--- config.mk ---
export PLATFORM = sky130hd
export DESIGN_NAME = ps2_mouse_packet_cursor_tracker_core
export DESIGN_NICKNAME = d
export VERILOG_FILES = /design/src/design/pmct_pkg.sv /design/src/design/pmct_front.sv /design/src/design/pmct_queue.sv /design/src/design/pmct_back.sv /design/src/design/ps2_mouse_packet_cursor_tracker_core.sv
export VERILOG_INCLUDE_DIRS = /design/src /design/src/design
export SDC_FILE = /design/constraint.sdc
export NUM_CORES = 1
export LEC_CHECK = 0
export BUFFER_PORTS_ARGS = -buffer_cell sky130_fd_sc_hd__buf_4
export CORE_MARGIN = 1
export CORE_UTILIZATION = 35
export CTS_BUF_LIST = sky130_fd_sc_hd__clkbuf_16
export DETAILED_ROUTE_END_ITERATION = 16
export GPL_TIMING_DRIVEN = 0
export HOLD_SLACK_MARGIN = 0.08
export PLACE_DENSITY = 0.55
export RECOVER_POWER = 25
export SYNTH_ARGS = -nofsm -noshare
export SYNTH_HDL_FRONTEND = slang
export SYNTH_SLANG_ARGS = --single-unit
--- constraint.sdc ---
create_clock -name clk -period 7.3 [get_ports clk]
set_input_delay 0.365 -clock clk [delete_from_list [all_inputs] [get_ports clk]]
set_output_delay 0.365 -clock clk [all_outputs]
set_load 0.005 [all_outputs]
--- src/design/ps2_mouse_packet_cursor_tracker_core_assert.svh ---
// assertion macros shared by the cursor tracker modules
// expects a clock named clk and an active-low reset named rst_n in scope
`ifndef PS2_MOUSE_PACKET_CURSOR_TRACKER_CORE_ASSERT_SVH
`define PS2_MOUSE_PACKET_CURSOR_TRACKER_CORE_ASSERT_SVH

// plain property checked on every edge out of reset
`define PMCT_ASSERT(label, prop, msg) \
  label: assert property (@(posedge clk) disable iff (!rst_n) (prop)) else $error(msg);

// same-cycle implication
`define PMCT_ASSERT_IMPL(label, ante, cons, msg) \
  label: assert property (@(posedge clk) disable iff (!rst_n) (ante) |-> (cons)) else $error(msg);

// next-cycle implication
`define PMCT_ASSERT_NEXT(label, ante, cons, msg) \
  label: assert property (@(posedge clk) disable iff (!rst_n) (ante) |=> (cons)) else $error(msg);

`endif

--- src/design/pmct_pkg.sv ---
// shared types and constants for the ps/2 mouse cursor tracker
// no dependencies
package pmct_pkg;

  localparam int PosBits    = 14;
  localparam int StepBits   = PosBits + 2;
  localparam int AccumBits  = 32;
  localparam int DeltaBits  = 9;
  localparam int BtnBits    = 3;
  localparam int CfgAddrBits = 3;
  localparam int CfgDataBits = 32;
  localparam int QDepth     = 2;
  localparam int QPtrBits   = $clog2(QDepth);
  localparam int QCntBits   = $clog2(QDepth + 1);

  localparam logic [PosBits-1:0] WidthReset  = PosBits'(1024);
  localparam logic [PosBits-1:0] HeightReset = PosBits'(768);

  // status byte bit positions
  localparam int SyncBit  = 3;
  localparam int XSignBit = 4;
  localparam int YSignBit = 5;
  localparam int XOvfBit  = 6;
  localparam int YOvfBit  = 7;

  // register indexes
  localparam logic RegWidth  = 1'b0;
  localparam logic RegHeight = 1'b1;

  typedef enum logic [1:0] {
    PH_STATUS = 2'd0,
    PH_DX     = 2'd1,
    PH_DY     = 2'd2
  } phase_t;

  typedef enum logic [2:0] {
    OP_NONE   = 3'd0,
    OP_REJECT = 3'd1,
    OP_STATUS = 3'd2,
    OP_DX     = 3'd3,
    OP_DY     = 3'd4
  } op_t;

  typedef struct packed {
    op_t                         op;
    logic signed [DeltaBits-1:0] delta;
    logic [BtnBits-1:0]          buttons;
  } item_t;

  typedef struct packed {
    logic               en;
    logic               idx;
    logic [PosBits-1:0] data;
  } cfg_wr_t;

endpackage

--- src/design/pmct_front.sv ---
// front end: tracks packet phase and status byte, classifies each beat
// depends on pmct_pkg
module pmct_front (
  input  logic           clk,
  input  logic           rst_n,
  input  logic           accept,
  input  logic [7:0]     data_byte,
  input  logic           from_aux,
  output pmct_pkg::item_t item
);
  import pmct_pkg::*;

  phase_t     phase_r, phase_nxt;
  logic [7:0] status_r, status_nxt;
  logic       sync_ok;
  logic       sign;

  assign sync_ok = data_byte[SyncBit] && !data_byte[XOvfBit] && !data_byte[YOvfBit];

  // next state
  always_comb begin
    phase_nxt  = phase_r;
    status_nxt = status_r;
    if (accept && from_aux) begin
      unique case (phase_r)
        PH_DX: phase_nxt = PH_DY;
        PH_DY: phase_nxt = PH_STATUS;
        default: begin
          if (sync_ok) begin
            phase_nxt  = PH_DX;
            status_nxt = data_byte;
          end else begin
            phase_nxt = PH_STATUS;
          end
        end
      endcase
    end
  end

  // classification of the beat on the input
  always_comb begin
    item.op = OP_NONE;
    sign    = 1'b0;
    if (from_aux) begin
      unique case (phase_r)
        PH_DX: begin
          item.op = OP_DX;
          sign    = status_r[XSignBit];
        end
        PH_DY: begin
          item.op = OP_DY;
          sign    = status_r[YSignBit];
        end
        default: item.op = sync_ok ? OP_STATUS : OP_REJECT;
      endcase
    end
    item.delta   = {sign, data_byte};
    item.buttons = (item.op == OP_STATUS) ? data_byte[BtnBits-1:0]
                                          : status_r[BtnBits-1:0];
  end

  always_ff @(posedge clk) begin
    if (!rst_n) begin
      phase_r  <= PH_STATUS;
      status_r <= '0;
    end else begin
      phase_r  <= phase_nxt;
      status_r <= status_nxt;
    end
  end

endmodule

--- src/design/pmct_queue.sv ---
// short fifo of classified beats between front and back
// depends on pmct_pkg and the assertion macro header
module pmct_queue (
  input  logic            clk,
  input  logic            rst_n,
  input  logic            push,
  input  pmct_pkg::item_t push_item,
  output logic            full,
  input  logic            pop,
  output pmct_pkg::item_t pop_item,
  output logic            not_empty
);
  import pmct_pkg::*;

  item_t                entry_r [QDepth];
  logic [QPtrBits-1:0]  wr_ptr_r, rd_ptr_r;
  logic [QCntBits-1:0]  count_r;

  assign full      = (count_r == QCntBits'(QDepth));
  assign not_empty = (count_r != '0);
  assign pop_item  = entry_r[rd_ptr_r];

  always_ff @(posedge clk) begin
    if (push) begin
      entry_r[wr_ptr_r] <= push_item;
    end
  end

  always_ff @(posedge clk) begin
    if (!rst_n) begin
      wr_ptr_r <= '0;
      rd_ptr_r <= '0;
      count_r  <= '0;
    end else begin
      if (push) begin
        wr_ptr_r <= wr_ptr_r + 1'b1;
      end
      if (pop) begin
        rd_ptr_r <= rd_ptr_r + 1'b1;
      end
      if (push && !pop) begin
        count_r <= count_r + 1'b1;
      end else if (pop && !push) begin
        count_r <= count_r - 1'b1;
      end
    end
  end

`include "ps2_mouse_packet_cursor_tracker_core_assert.svh"

  `PMCT_ASSERT(a_count_bound, count_r <= QCntBits'(QDepth), "queue count past depth")
  `PMCT_ASSERT_IMPL(a_pop_nonempty, pop, not_empty, "pop from empty queue")

endmodule

--- src/design/pmct_back.sv ---
// back end: cursor and accumulator update, clamp, size registers, result register
// depends on pmct_pkg and the assertion macro header
module pmct_back (
  input  logic                              clk,
  input  logic                              rst_n,
  input  pmct_pkg::cfg_wr_t                 cfg_wr,
  input  logic                              cfg_rd_idx,
  output logic [pmct_pkg::CfgDataBits-1:0]  cfg_rdata,
  input  logic                              q_valid,
  input  pmct_pkg::item_t                   q_item,
  output logic                              pop,
  output logic                              out_valid,
  input  logic                              out_ready,
  output logic [pmct_pkg::PosBits-1:0]      cursor_x,
  output logic [pmct_pkg::PosBits-1:0]      cursor_y,
  output logic [pmct_pkg::AccumBits-1:0]    total_x,
  output logic [pmct_pkg::AccumBits-1:0]    total_y,
  output logic [pmct_pkg::BtnBits-1:0]      buttons,
  output logic                              packet_done,
  output logic                              sync_reject
);
  import pmct_pkg::*;

  logic [PosBits-1:0]         width_r, height_r;
  logic [PosBits-1:0]         pos_x_r, pos_x_nxt, pos_y_r, pos_y_nxt;
  logic [AccumBits-1:0]       accum_x_r, accum_x_nxt, accum_y_r, accum_y_nxt;
  logic [BtnBits-1:0]         btn_r;
  logic                       done_r, reject_r, valid_r;
  logic [PosBits-1:0]         lim_x, lim_y;
  logic signed [StepBits-1:0] step_x, step_y, sum_x, sum_y;
  logic [AccumBits-1:0]       delta_ext;
  logic [PosBits-1:0]         new_x, new_y;

  assign pop = q_valid && (!valid_r || out_ready);

  // size of zero behaves as one
  assign lim_x = (width_r == '0)  ? '0 : width_r - 1'b1;
  assign lim_y = (height_r == '0) ? '0 : height_r - 1'b1;

  assign step_x    = StepBits'(q_item.delta);
  assign step_y    = -StepBits'(q_item.delta);
  assign sum_x     = $signed({2'b00, pos_x_r}) + step_x;
  assign sum_y     = $signed({2'b00, pos_y_r}) + step_y;
  assign delta_ext = AccumBits'(q_item.delta);

  always_comb begin
    priority if (sum_x < 0) begin
      new_x = '0;
    end else if (sum_x > $signed({2'b00, lim_x})) begin
      new_x = lim_x;
    end else begin
      new_x = sum_x[PosBits-1:0];
    end
    priority if (sum_y < 0) begin
      new_y = '0;
    end else if (sum_y > $signed({2'b00, lim_y})) begin
      new_y = lim_y;
    end else begin
      new_y = sum_y[PosBits-1:0];
    end
  end

  always_comb begin
    pos_x_nxt   = pos_x_r;
    pos_y_nxt   = pos_y_r;
    accum_x_nxt = accum_x_r;
    accum_y_nxt = accum_y_r;
    if (cfg_wr.en) begin
      // a size write re-centres both coordinates
      pos_x_nxt = (cfg_wr.idx == RegWidth)  ? (cfg_wr.data >> 1) : (width_r >> 1);
      pos_y_nxt = (cfg_wr.idx == RegHeight) ? (cfg_wr.data >> 1) : (height_r >> 1);
    end else if (pop) begin
      if (q_item.op == OP_DX) begin
        pos_x_nxt   = new_x;
        accum_x_nxt = accum_x_r + delta_ext;
      end
      if (q_item.op == OP_DY) begin
        pos_y_nxt   = new_y;
        accum_y_nxt = accum_y_r - delta_ext;
      end
    end
  end

  always_ff @(posedge clk) begin
    if (!rst_n) begin
      width_r   <= WidthReset;
      height_r  <= HeightReset;
      pos_x_r   <= WidthReset >> 1;
      pos_y_r   <= HeightReset >> 1;
      accum_x_r <= '0;
      accum_y_r <= '0;
      btn_r     <= '0;
      done_r    <= 1'b0;
      reject_r  <= 1'b0;
      valid_r   <= 1'b0;
    end else begin
      if (cfg_wr.en && cfg_wr.idx == RegWidth) begin
        width_r <= cfg_wr.data;
      end
      if (cfg_wr.en && cfg_wr.idx == RegHeight) begin
        height_r <= cfg_wr.data;
      end
      pos_x_r   <= pos_x_nxt;
      pos_y_r   <= pos_y_nxt;
      accum_x_r <= accum_x_nxt;
      accum_y_r <= accum_y_nxt;
      if (pop) begin
        btn_r    <= q_item.buttons;
        done_r   <= (q_item.op == OP_DY);
        reject_r <= (q_item.op == OP_REJECT);
        valid_r  <= 1'b1;
      end else if (out_ready) begin
        valid_r <= 1'b0;
      end
    end
  end

  assign cfg_rdata   = CfgDataBits'((cfg_rd_idx == RegHeight) ? height_r : width_r);
  assign out_valid   = valid_r;
  assign cursor_x    = pos_x_r;
  assign cursor_y    = pos_y_r;
  assign total_x     = accum_x_r;
  assign total_y     = accum_y_r;
  assign buttons     = btn_r;
  assign packet_done = done_r;
  assign sync_reject = reject_r;

`include "ps2_mouse_packet_cursor_tracker_core_assert.svh"

  `PMCT_ASSERT(a_x_in_range, pos_x_r <= lim_x, "cursor x beyond screen width")
  `PMCT_ASSERT(a_y_in_range, pos_y_r <= lim_y, "cursor y beyond screen height")
  `PMCT_ASSERT(a_flags_excl, !(done_r && reject_r), "packet done and sync reject together")
  `PMCT_ASSERT_NEXT(a_done_follows, pop && q_item.op == OP_DY, done_r && valid_r, "missing packet done")

endmodule

--- src/design/ps2_mouse_packet_cursor_tracker_core.sv ---
// PS/2 mouse packet decoder with a clamped cursor and unclamped motion totals.
// Every input beat yields exactly one result beat. The block sustains one beat per
// clock while out_tready holds: the front end classifies a byte against the packet
// phase in the cycle it is accepted, a two-entry queue registers it for the back end,
// whose single add-and-clamp per axis updates the cursor and loads the result register
// as the entry is popped, which waits while the output stalls. Size writes over the
// register port re-centre the cursor and are meant for idle periods only.
module ps2_mouse_packet_cursor_tracker_core (
  input  logic                             clk,
  input  logic                             rst_n,
  input  logic                             in_tvalid,
  output logic                             in_tready,
  input  logic [7:0]                       in_tdata,   // [7:0] data_byte
  input  logic [0:0]                       in_tuser,   // [0] from_aux_port
  output logic                             out_tvalid,
  input  logic                             out_tready,
  // [13:0] cursor_x, [27:14] cursor_y, [59:28] total_x, [91:60] total_y,
  // [94:92] buttons, [95] zero
  output logic [95:0]                      out_tdata,
  output logic [1:0]                       out_tuser,  // [0] packet_done, [1] sync_reject
  input  logic                             cfg_psel,
  input  logic                             cfg_penable,
  input  logic                             cfg_pwrite,
  input  logic [pmct_pkg::CfgAddrBits-1:0] cfg_paddr,
  input  logic [pmct_pkg::CfgDataBits-1:0] cfg_pwdata,
  output logic [pmct_pkg::CfgDataBits-1:0] cfg_prdata,
  output logic                             cfg_pready
);
  import pmct_pkg::*;

  item_t                fr_item, q_item;
  logic                 q_full, q_valid, pop, accept;
  cfg_wr_t              cfg_wr;
  logic [PosBits-1:0]   cursor_x, cursor_y;
  logic [AccumBits-1:0] total_x, total_y;
  logic [BtnBits-1:0]   buttons;
  logic                 packet_done, sync_reject;

  assign in_tready  = !q_full;
  assign accept     = in_tvalid && in_tready;
  assign cfg_pready = 1'b1;

  assign cfg_wr.en   = cfg_psel && cfg_penable && cfg_pwrite && cfg_pready;
  assign cfg_wr.idx  = cfg_paddr[2];
  assign cfg_wr.data = cfg_pwdata[PosBits-1:0];

  pmct_front u_front (
    .clk       (clk),
    .rst_n     (rst_n),
    .accept    (accept),
    .data_byte (in_tdata),
    .from_aux  (in_tuser[0]),
    .item      (fr_item)
  );

  pmct_queue u_queue (
    .clk       (clk),
    .rst_n     (rst_n),
    .push      (accept),
    .push_item (fr_item),
    .full      (q_full),
    .pop       (pop),
    .pop_item  (q_item),
    .not_empty (q_valid)
  );

  pmct_back u_back (
    .clk         (clk),
    .rst_n       (rst_n),
    .cfg_wr      (cfg_wr),
    .cfg_rd_idx  (cfg_paddr[2]),
    .cfg_rdata   (cfg_prdata),
    .q_valid     (q_valid),
    .q_item      (q_item),
    .pop         (pop),
    .out_valid   (out_tvalid),
    .out_ready   (out_tready),
    .cursor_x    (cursor_x),
    .cursor_y    (cursor_y),
    .total_x     (total_x),
    .total_y     (total_y),
    .buttons     (buttons),
    .packet_done (packet_done),
    .sync_reject (sync_reject)
  );

  assign out_tdata = {1'b0, buttons, total_y, total_x, cursor_y, cursor_x};
  assign out_tuser = {sync_reject, packet_done};

endmodule

# [After elaboration in Yosys (flattened, before gate mapping)]
# Memory sizes are Yosys's and may differ from the RTL's. A register that Yosys moved wholly into a read port is not among the register bits.
# Index checks and enable logic that the tools add are counted.
[classes] muxes=31 add_sub_neg=11 magnitude_cmp=4 reduce_logical=32 eq_ne=7 bitwise=3
[ops] cell="14-bit two-way mux" count=13
[ops] cell="32-bit adder" count=1
[ops] cell="16-bit by 15-bit greater-than comparator with 1-bit output" count=2
[ops] cell="16-bit by 1-bit < comparator with 1-bit output (second input constant)" count=2
[ops] cell="32-bit subtractor" count=1
[ops] cell="14-bit logical NOT" count=2
[ops] cell="14-bit by 1-bit subtractor with 14-bit output (second input constant)" count=2
[ops] cell="13-bit two-way mux" count=2
[ops] cell="15-bit by 16-bit adder with 16-bit output" count=1
[ops] cell="15-bit by 9-bit adder with 16-bit output" count=1
[ops] cell="9-bit negator with 16-bit output" count=1
[ops] cell="2-bit nonzero test" count=6
[ops] cell="1-bit logical AND" count=11
[ops] cell="3-bit AND reduction" count=3
[ops] cell="1-bit two-way mux" count=8
[ops] cell="3-bit by 2-bit equality test with 1-bit output (second input constant)" count=2
[ops] cell="1-bit logical NOT" count=6
[ops] cell="2-bit two-way mux" count=3
[ops] cell="3-bit two-way mux" count=2
[ops] cell="3-bit one-hot mux with 2 select lines" count=1
[ops] cell="2-bit equality test (second input constant)" count=2
[ops] cell="2-bit one-hot mux with 2 select lines" count=1
[ops] cell="2-bit AND reduction" count=2
[ops] cell="3-bit by 1-bit equality test with 1-bit output (second input constant)" count=1
[ops] cell="9 further kinds" count=12
[totals] mem_bits_rw=30 output_inout_bits=133 inputBits=51 n_memories=1 regBits=138
[memory_table] memory="u_queue.entry_r" depth=2 width=15 read_ports=1 rd_clocked_by_memory_dff=1 write_ports=1 line_no="pmct_queue.sv:15" rtl="item_t entry_r [QDepth];"

# [Depth between registers and ports, before layout]
# Gate-level depths: netlist of run 1.
[depth] depth_word=8 depth_mapped=24

# [Cells and area by module]
# From an unflattened synthesis of run 1, not the netlist that was laid out.
[unflattened] cells_unflattened=1616 hier_area_um2=13042.5
[modules_own_cells] mod="pmct_back" cells_each=1481 instances=1 area_per_inst_um2=11172.0 seq_area_each_um2=2522.4
[modules_own_cells] mod="pmct_queue" cells_each=69 instances=1 area_per_inst_um2=1303.8 seq_area_each_um2=1001.0
[modules_own_cells] mod="pmct_front" cells_each=57 instances=1 area_per_inst_um2=513.0 seq_area_each_um2=140.1
[modules_own_cells] mod="ps2_mouse_packet_cursor_tracker_core" cells_each=9 instances=1 area_per_inst_um2=53.8 seq_area_each_um2=0.0

# [Worst setup path before layout of run 1]
# OpenSTA, ideal clock, no wires.
[synth_path] kind="reg2reg" from="register with a tool-made name" to="register u_back.pos_x_r[0] (netlist: u_back.cursor_x[0])" arrival_time_ns=6.123 slack_ns=1.057 path_stages_with_launch=20 setup_ns=0.120 path_cell_list="dfxtp_1 > clkbuf_1 > mux2i_2 > clkinv_1 > ha_1 > nand3_1 > a2111oi_1 > o31ai_1 > a21oi_1 > xor2_1 > ha_1 > o21ai_0 > a21oi_1 > o32ai_1 > nand3b_1 > a22o_1 > buf_2 > buf_4 > a211oi_1 > nor2_1"
[synth_rtl] element="end signal: assignment" line_no="pmct_back.sv:88" rtl="pos_x_r <= WidthReset >> 1;"
[synth_rtl] element="end signal: assignment" line_no="pmct_back.sv:103" rtl="pos_x_r <= pos_x_nxt;"
[synth_rtl] element="end: declaration" line_no="pmct_back.sv:25" rtl="logic [PosBits-1:0] pos_x_r, pos_x_nxt, pos_y_r, pos_y_nxt;"

==> results of run 1 <==
-- cell families (layout without fill, tap and decap cells) --
logic type / count (synthesis) / after routing
multiplexers: 77 / 77
buffers and inverters: 157 / 339
AO/OA/AOI/OAI: 446 / 446
AND/OR/NAND/NOR: 540 / 540
flip-flops: 168 / 168
other: 2 / 21
adder cells (fa/ha/maj): 133 / 133
XOR/XNOR: 85 / 85
-- metrics by stage --
stage	cell area, sq um	hold slack [ns]
floorplan	13100	0.437
global route	15500	0.155
detailed placement	14800	0.454
finish	15500	0.164
global placement	14800	0.451
CTS	15500	0.0812
-- metal layers --
metal	part of all wire	up-vias	wire, microns	global-route usage
li1	-	6157	-	-
met1	0.48	5819	20100	0.294
met3	0.040	37	1680	0.0356
met4	0.017	0	704	0.0569
met5	0	-	0	0
met2	0.47	246	19600	0.357
-- timing repair --
item                                   in CTS  in global routing
resized for setup                           0                  1
hold buffers                                6                  1
setup endpoints to repair                   0                  9
endpoints found under the hold margin      12                  1
setup buffers                               0                  0
-- where the power goes --
| group | internal (mW) | total [mW] | leakage, nW | switching, mW |
|---|---|---|---|---|
| sequential | 1.08 | 1.19 | 1.40 | 0.112 |
| clock | 0.476 | 0.983 | 0.306 | 0.507 |
| combinational | 1.30 | 3.12 | 5.03 | 1.82 |
| total | 2.86 | 5.29 | 6.75 | 2.44 |
-- cells in the final DEF, fill, tap and decap left out, types with 37 or more instances in the layout --
cell and instances:
inv_1 67, clkbuf_4 44, o21ai_0 64, xnor2_1 49, nand3_1 42, clkbuf_1 74, buf_4 100, o21a_1 37
ha_1 129, mux2i_1 56, dfxtp_1 138, a21oi_1 168, nand2_1 198, nor2_1 117
-- critical path, stage by stage, from the launching register on --
cell,delay [ns]
dfxtp_1,0.31
clkbuf_1,0.40
clkbuf_1,0.64
mux2i_2,0.86
ha_1,0.37
nor2b_1,0.12
o21ai_0,0.23
a21oi_1,0.17
o211ai_1,0.45
nand2b_1,0.10
a21oi_1,0.18
xnor2_1,0.19
ha_1,0.30
a21o_1,0.18
a21o_1,0.16
a21oi_1,0.20
o21ai_0,0.12
o311a_1,0.35
nand2b_1,0.21
a2bb2oi_2,0.35
buf_4,0.25
buf_6,0.16
mux2i_1,0.19
nand2_1,0.07
-- final timing paths --
check	startpoint	end	slack, ns
max	flop	u_back.cursor_y[3]	0.61
min	cfg_pwdata[8]	u_back.height_r[8]	0.16
min reg2reg	u_back.sync_reject	u_back.sync_reject	0.46
max reg2reg	flop	u_back.cursor_y[3]	0.61
-- area by class of cell --
class	count	area, sq um
multi-input combinational	1301	8810
inverter	68	256
tap	468	586
timing repair buffer	150	1090
sequential	168	3660
buffer	89	433
antenna	1	2.50
fill	3758	21200
clock inverter	15	216
clock buffer	17	425
-- registers in the layout, summed over array words and instances, names as in the netlist, named ones only --
| register | flops |
|---|---|
| u_queue.rd_ptr_r | 1 |
| u_back.cursor_y | 14 |
| u_queue.count_r | 2 |
| u_back.sync_reject | 1 |
| u_back.height_r | 14 |
| u_back.width_r | 14 |
| u_back.buttons | 3 |
| u_back.out_valid | 1 |
| u_queue.wr_ptr_r | 1 |
| u_back.total_y | 32 |
| u_front.status_r | 5 |
| u_back.cursor_x | 14 |
| u_queue.entry_r | 30 |
| u_front.phase_r | 2 |
| u_back.packet_done | 1 |
| u_back.total_x | 32 |
==> reports/qor.yml, run 1 <==
status:
  status: "finished clean"
drt:
  ant_nets: 0
  drc: 0
  vias_per_cell: 5.38
  dr.pass1.iters: 5
  first_iter_violations: 727
  wl_per_cell_microns: 18.5
  wirelength_mm: 42.1
  vias: 12300
clocking:
  tritoncts: "built"
  cts_buffers: 17
  cts_max_path_buffers: 2
  clk_latency_ns: 0.47
  clk_pin_slew_ns: 0.08
  htree_num_levels: 4
  clockRootBuffer: "clkbuf_16"
  cts_sinks: 168
placed_design:
  finalWeightedCongestion: 0.888
  place_ws_ns: 0.279
  port_buffers: 141
  dpl.cell_count: 2237
  dp_hpwl_mm: 32.5
power:
  irDropWorstVdd_mv: 0.193
  finalPower_mw: 5.29
  power.leakage_nw: 6.75
  power_density_nw_per_um2: 342
logic_synthesis:
  yosys-top-cells-count: "198 x nand2_1, 168 x a21oi_1, 138 x dfxtp_1, 129 x ha_1, 117 x nor2_1"
  synthArstFlopShare: 0
  ys.warnings.count: 0
  synthAdderAreaFrac: 0.130
  synth_top_family_by_area: "compound AO/OA/AOI/OAI gates"
  syn_area_per_cell_sq_um: 8.14
  ys_ff_latch: 168
  ys.flop_type: "dfxtp_1"
  yosysMostFrequentCell: "nand2_1"
  synth_edf_count: 30
  yosys-top-cells-area: "dfxtp_1 21%, ha_1 12%, edfxtp_1 6.9%, a21oi_1 6.4%, nand2_1 5.7%"
  synth-simple-area-share: 0.198
  synthesis.area_sq_um: 13100
  synthMuxAreaShare: 0.0610
  syn_inst: 1608
  synth_compound_area_frac: 0.221
  yosysSeqAreaShare: 0.280
  synth-xor-area-share: 0.0569
  yosysTopAreaCell: "dfxtp_1"
  synth_top_cell_area_share: 0.211
  synthDistinctLibCells: 91
cells_and_area:
  final_cells: 2277
  final_nets: 1979
  final_util: 0.422
  drive_gt1_frac: 0.124
  syn_to_final_growth_pct: 18.3
timing:
  fin_tns_setup_ns: 0
  slew_viol_final: 0
  period_needed_ns: 6.69
  setup_viol: 0
  worst_slack_ns: 0.605
  tightest_slew_ns: 1.13
  fmax_mhz: 149
  rsz0062_at_grt: "false"
  skew_ns: 0.0156
  finalCritPeriodShare: 0.917
  hold_viol: 0
  slew_headroom: 0.227
floorplanning:
  num_rows: 70
  core_sq_um: 36700
  die_y_microns: 195
  initial_core_util: 0.356
  chipWidth_microns: 195
  die-area_sq_um: 38200
  io_pins: 184
setup_path:
  arrival_ns: 7.05
  path_max_fanout: 10
  timing_worst_setup_path_type: "flop to flop"
  r2r_cells: 23
  end_kind: "flop"
  worstSetupStartpointType: "flop"
  cp.required_ns: 7.66
global_routing:
  grtUsageTotal: 0.217
  antenna_found_initial: 0
  grt_max_degree: 39
  grt_overflow_total: 0
  grt_pass1_vias: 11300
  grt_first_pass_wirelength_mm: 64.0
hold_path:
  hold_depth: 3
  hp-class: "input port to flop"
run:
  maxCapViolCount: 0
(Power assumes the default switching activity.)
==> run 2, diff against run 1 <==
CORE_MARGIN = 1.5   (was 1)
==> run 2 against run 1 <==
Compared with the run above: wire length down 0.67%; flip-flop and latch count unchanged; worst setup slack lost 0.086 ns; fmax shrank 1.3%; sequential power barely moved; count of clock-buffer cells in the layout stayed put; clock skew is 0.0056 ns lower.
==> reports/qor.yml, run 2 (synthesis results as in run 1) <==
cells_and_area:
  syn_to_final_growth_pct: 17.3
  final_common_cell: "nand2_1"
  design_area_sq_um: 15300
  final_nets: 1972
  final_cells: 2269
  diodes: 0
  drive_gt1_frac: 0.124
  fillers: 3746
  final_cell_mix: "198 x nand2_1, 168 x a21oi_1, 138 x dfxtp_1, 129 x ha_1, 117 x nor2_1"
timing:
  slew_headroom: 0.268
  period_needed_ns: 6.78
  setup_viol: 0
  fmax_mhz: 147
  skew_ns: 0.0101
  tightest_slew_ns: 1.07
  slew_viol_final: 0
  hold_viol: 0
  worst_slack_ns: 0.519
  finalCritPeriodShare: 0.929
  hold_slack_ns: 0.159
  rsz0062_at_grt: "false"
  fin_tns_setup_ns: 0
hold_path:
  hold_depth: 1
  hold_path_end: "u_queue.entry_r[1][7]"
  hp-class: "input port to flop"
  min-delay-start: "in_tdata[4]"
drt:
  vias: 12300
  vias_per_cell: 5.40
  drc: 0
  wl_per_cell_microns: 18.4
  first_iter_violations: 730
  dr.pass1.iters: 5
  ant_nets: 0
  wirelength_mm: 41.8
power:
  irDropWorstVdd_mv: 0.207
  comb_power_share: 0.597
  switching_share: 0.457
  power.leakage_nw: 6.69
  p_switching_mw: 2.38
  power_density_nw_per_um2: 340
  clkPwrFrac: 0.174
  p_seq_frac: 0.229
  internal_power_mw: 2.83
placed_design:
  place_ws_ns: 0.285
  dpl_cell_area_sq_um: 14900
  dpl.cell_count: 2237
  dp_hpwl_mm: 32.4
  port_buffers: 141
  finalWeightedCongestion: 0.884
setup_path:
  arrival_ns: 7.12
  timing_worst_setup_path_type: "flop to flop"
  path_max_fanout: 10
  timing.rr.end: "u_back.cursor_y[3]"
  r2r_slack_ns: 0.52
  r2r_cells: 21
  cp.required_ns: 7.64
  end_kind: "flop"
  worstSetupStartpointType: "flop"
floorplanning:
  io_pins: 184
  core_sq_um: 36700
  die-area_sq_um: 38500
  initial_core_util: 0.356
  num_rows: 70
  die_y_microns: 196
  chipWidth_microns: 196
run:
  maxCapViolCount: 0
global_routing:
  grt_max_degree: 39
  grt_pass1_vias: 11700
  grt_overflow_total: 0
  grtUsageTotal: 0.216
  antenna_found_initial: 0
  grt_first_pass_wirelength_mm: 64.6
clocking:
  tritoncts: "built"
  clk_pin_slew_ns: 0.07
  cts_sinks: 168
  clockRootBuffer: "clkbuf_16"
  clk_latency_ns: 0.46
  cts_buffers: 17
  cts_max_path_buffers: 2
  postCtsHoldBufs: 0
  htree_num_levels: 4
status:
  status: "finished clean"
==> run 2: cell count changes in the layout (fill, tap and decap cells not counted), moves of 2 or more <==
cell / delta
clkinv_8: -8
dlygate4sd3_1: -7
inv_8: +4
inv_12: -3
clkbuf_1: +2
clkinv_2: +2
clkinv_4: +2
inv_6: +2
==> run 2: routing by layer <==
metal,part of all wire,vias to the layer above,track usage
met3,0.047,65,0.0371
met5,0,-,0
met4,0.028,0,0.0809
li1,-,6134,-
met2,0.46,292,0.355
met1,0.46,5762,0.284
==> run 2: metrics by stage <==
stage / util / total power [mW]
final: 0.418 / 5.22
after floorplan: - / 3.44
after detailed placement: 0.405 / 4.31
after global placement: 0.403 / 4.25
after CTS: 0.420 / 5.24
after global routing: 0.418 / 5.66
==> run 2: worst max path at each step <==
stage                     from                 end  slack [ns]  depth (start not counted)
after CTS                 flop  u_back.cursor_y[3]        0.24                         23
final                     flop  u_back.cursor_y[3]        0.52                         21
after detailed placement  flop  u_back.cursor_y[3]        0.28                         23
after global placement    flop  u_back.cursor_x[0]       -1.82                         19
after floorplan           flop  u_back.cursor_x[0]        1.06                         19
after global routing      flop  u_back.cursor_y[3]        0.10                         23
==> run 2: area by class of cell <==
type | count | area (sq um) | share of cell area
multi-input cells | 1301 | 8810 | 0.574
flip-flops and latches | 168 | 3660 | 0.239
repair buffers | 143 | 1030 | 0.0672
well taps | 468 | 586 | 0.0382
plain buffers | 89 | 433 | 0.0282
clock buffers | 17 | 425 | 0.0277
inverters | 68 | 256 | 0.0167
clock inverters | 15 | 135 | 0.00881
==> run 2: timing repair <==
action                                 in CTS  in global routing
setup buffers                               0                  0
setup endpoints to repair                   0                 13
gates resized for setup                     0                  1
endpoints found under the hold margin       0                  0
==> run 2: power by group through the flow <==
stage / Clock, mW / Combinational (mW) / Sequential, mW
final: 0.906 / 3.12 / 1.19
after global routing: 0.969 / 3.47 / 1.21
after CTS: 0.930 / 3.12 / 1.20
after detailed placement: 0 / 3.09 / 1.22
after global placement: 0 / 3.03 / 1.22
after floorplan: 0 / 2.26 / 1.18
==> run 2: worst max-delay path, stage by stage (launching register included) <==
cell and delay, ns:
dfxtp_1 0.31, clkbuf_1 0.41, clkbuf_1 0.63, mux2i_1 0.94, ha_1 0.41, a2111o_1 0.39
o211ai_1 0.44, nand2b_1 0.10, a21oi_1 0.18, xnor2_1 0.18, ha_1 0.30, a21o_1 0.19
a21o_1 0.17, a21oi_1 0.22, o21ai_0 0.12, o311a_1 0.36, nand2b_1 0.23, a2bb2oi_2 0.34
buf_4 0.25, buf_6 0.16, mux2i_1 0.21, nand2_1 0.09
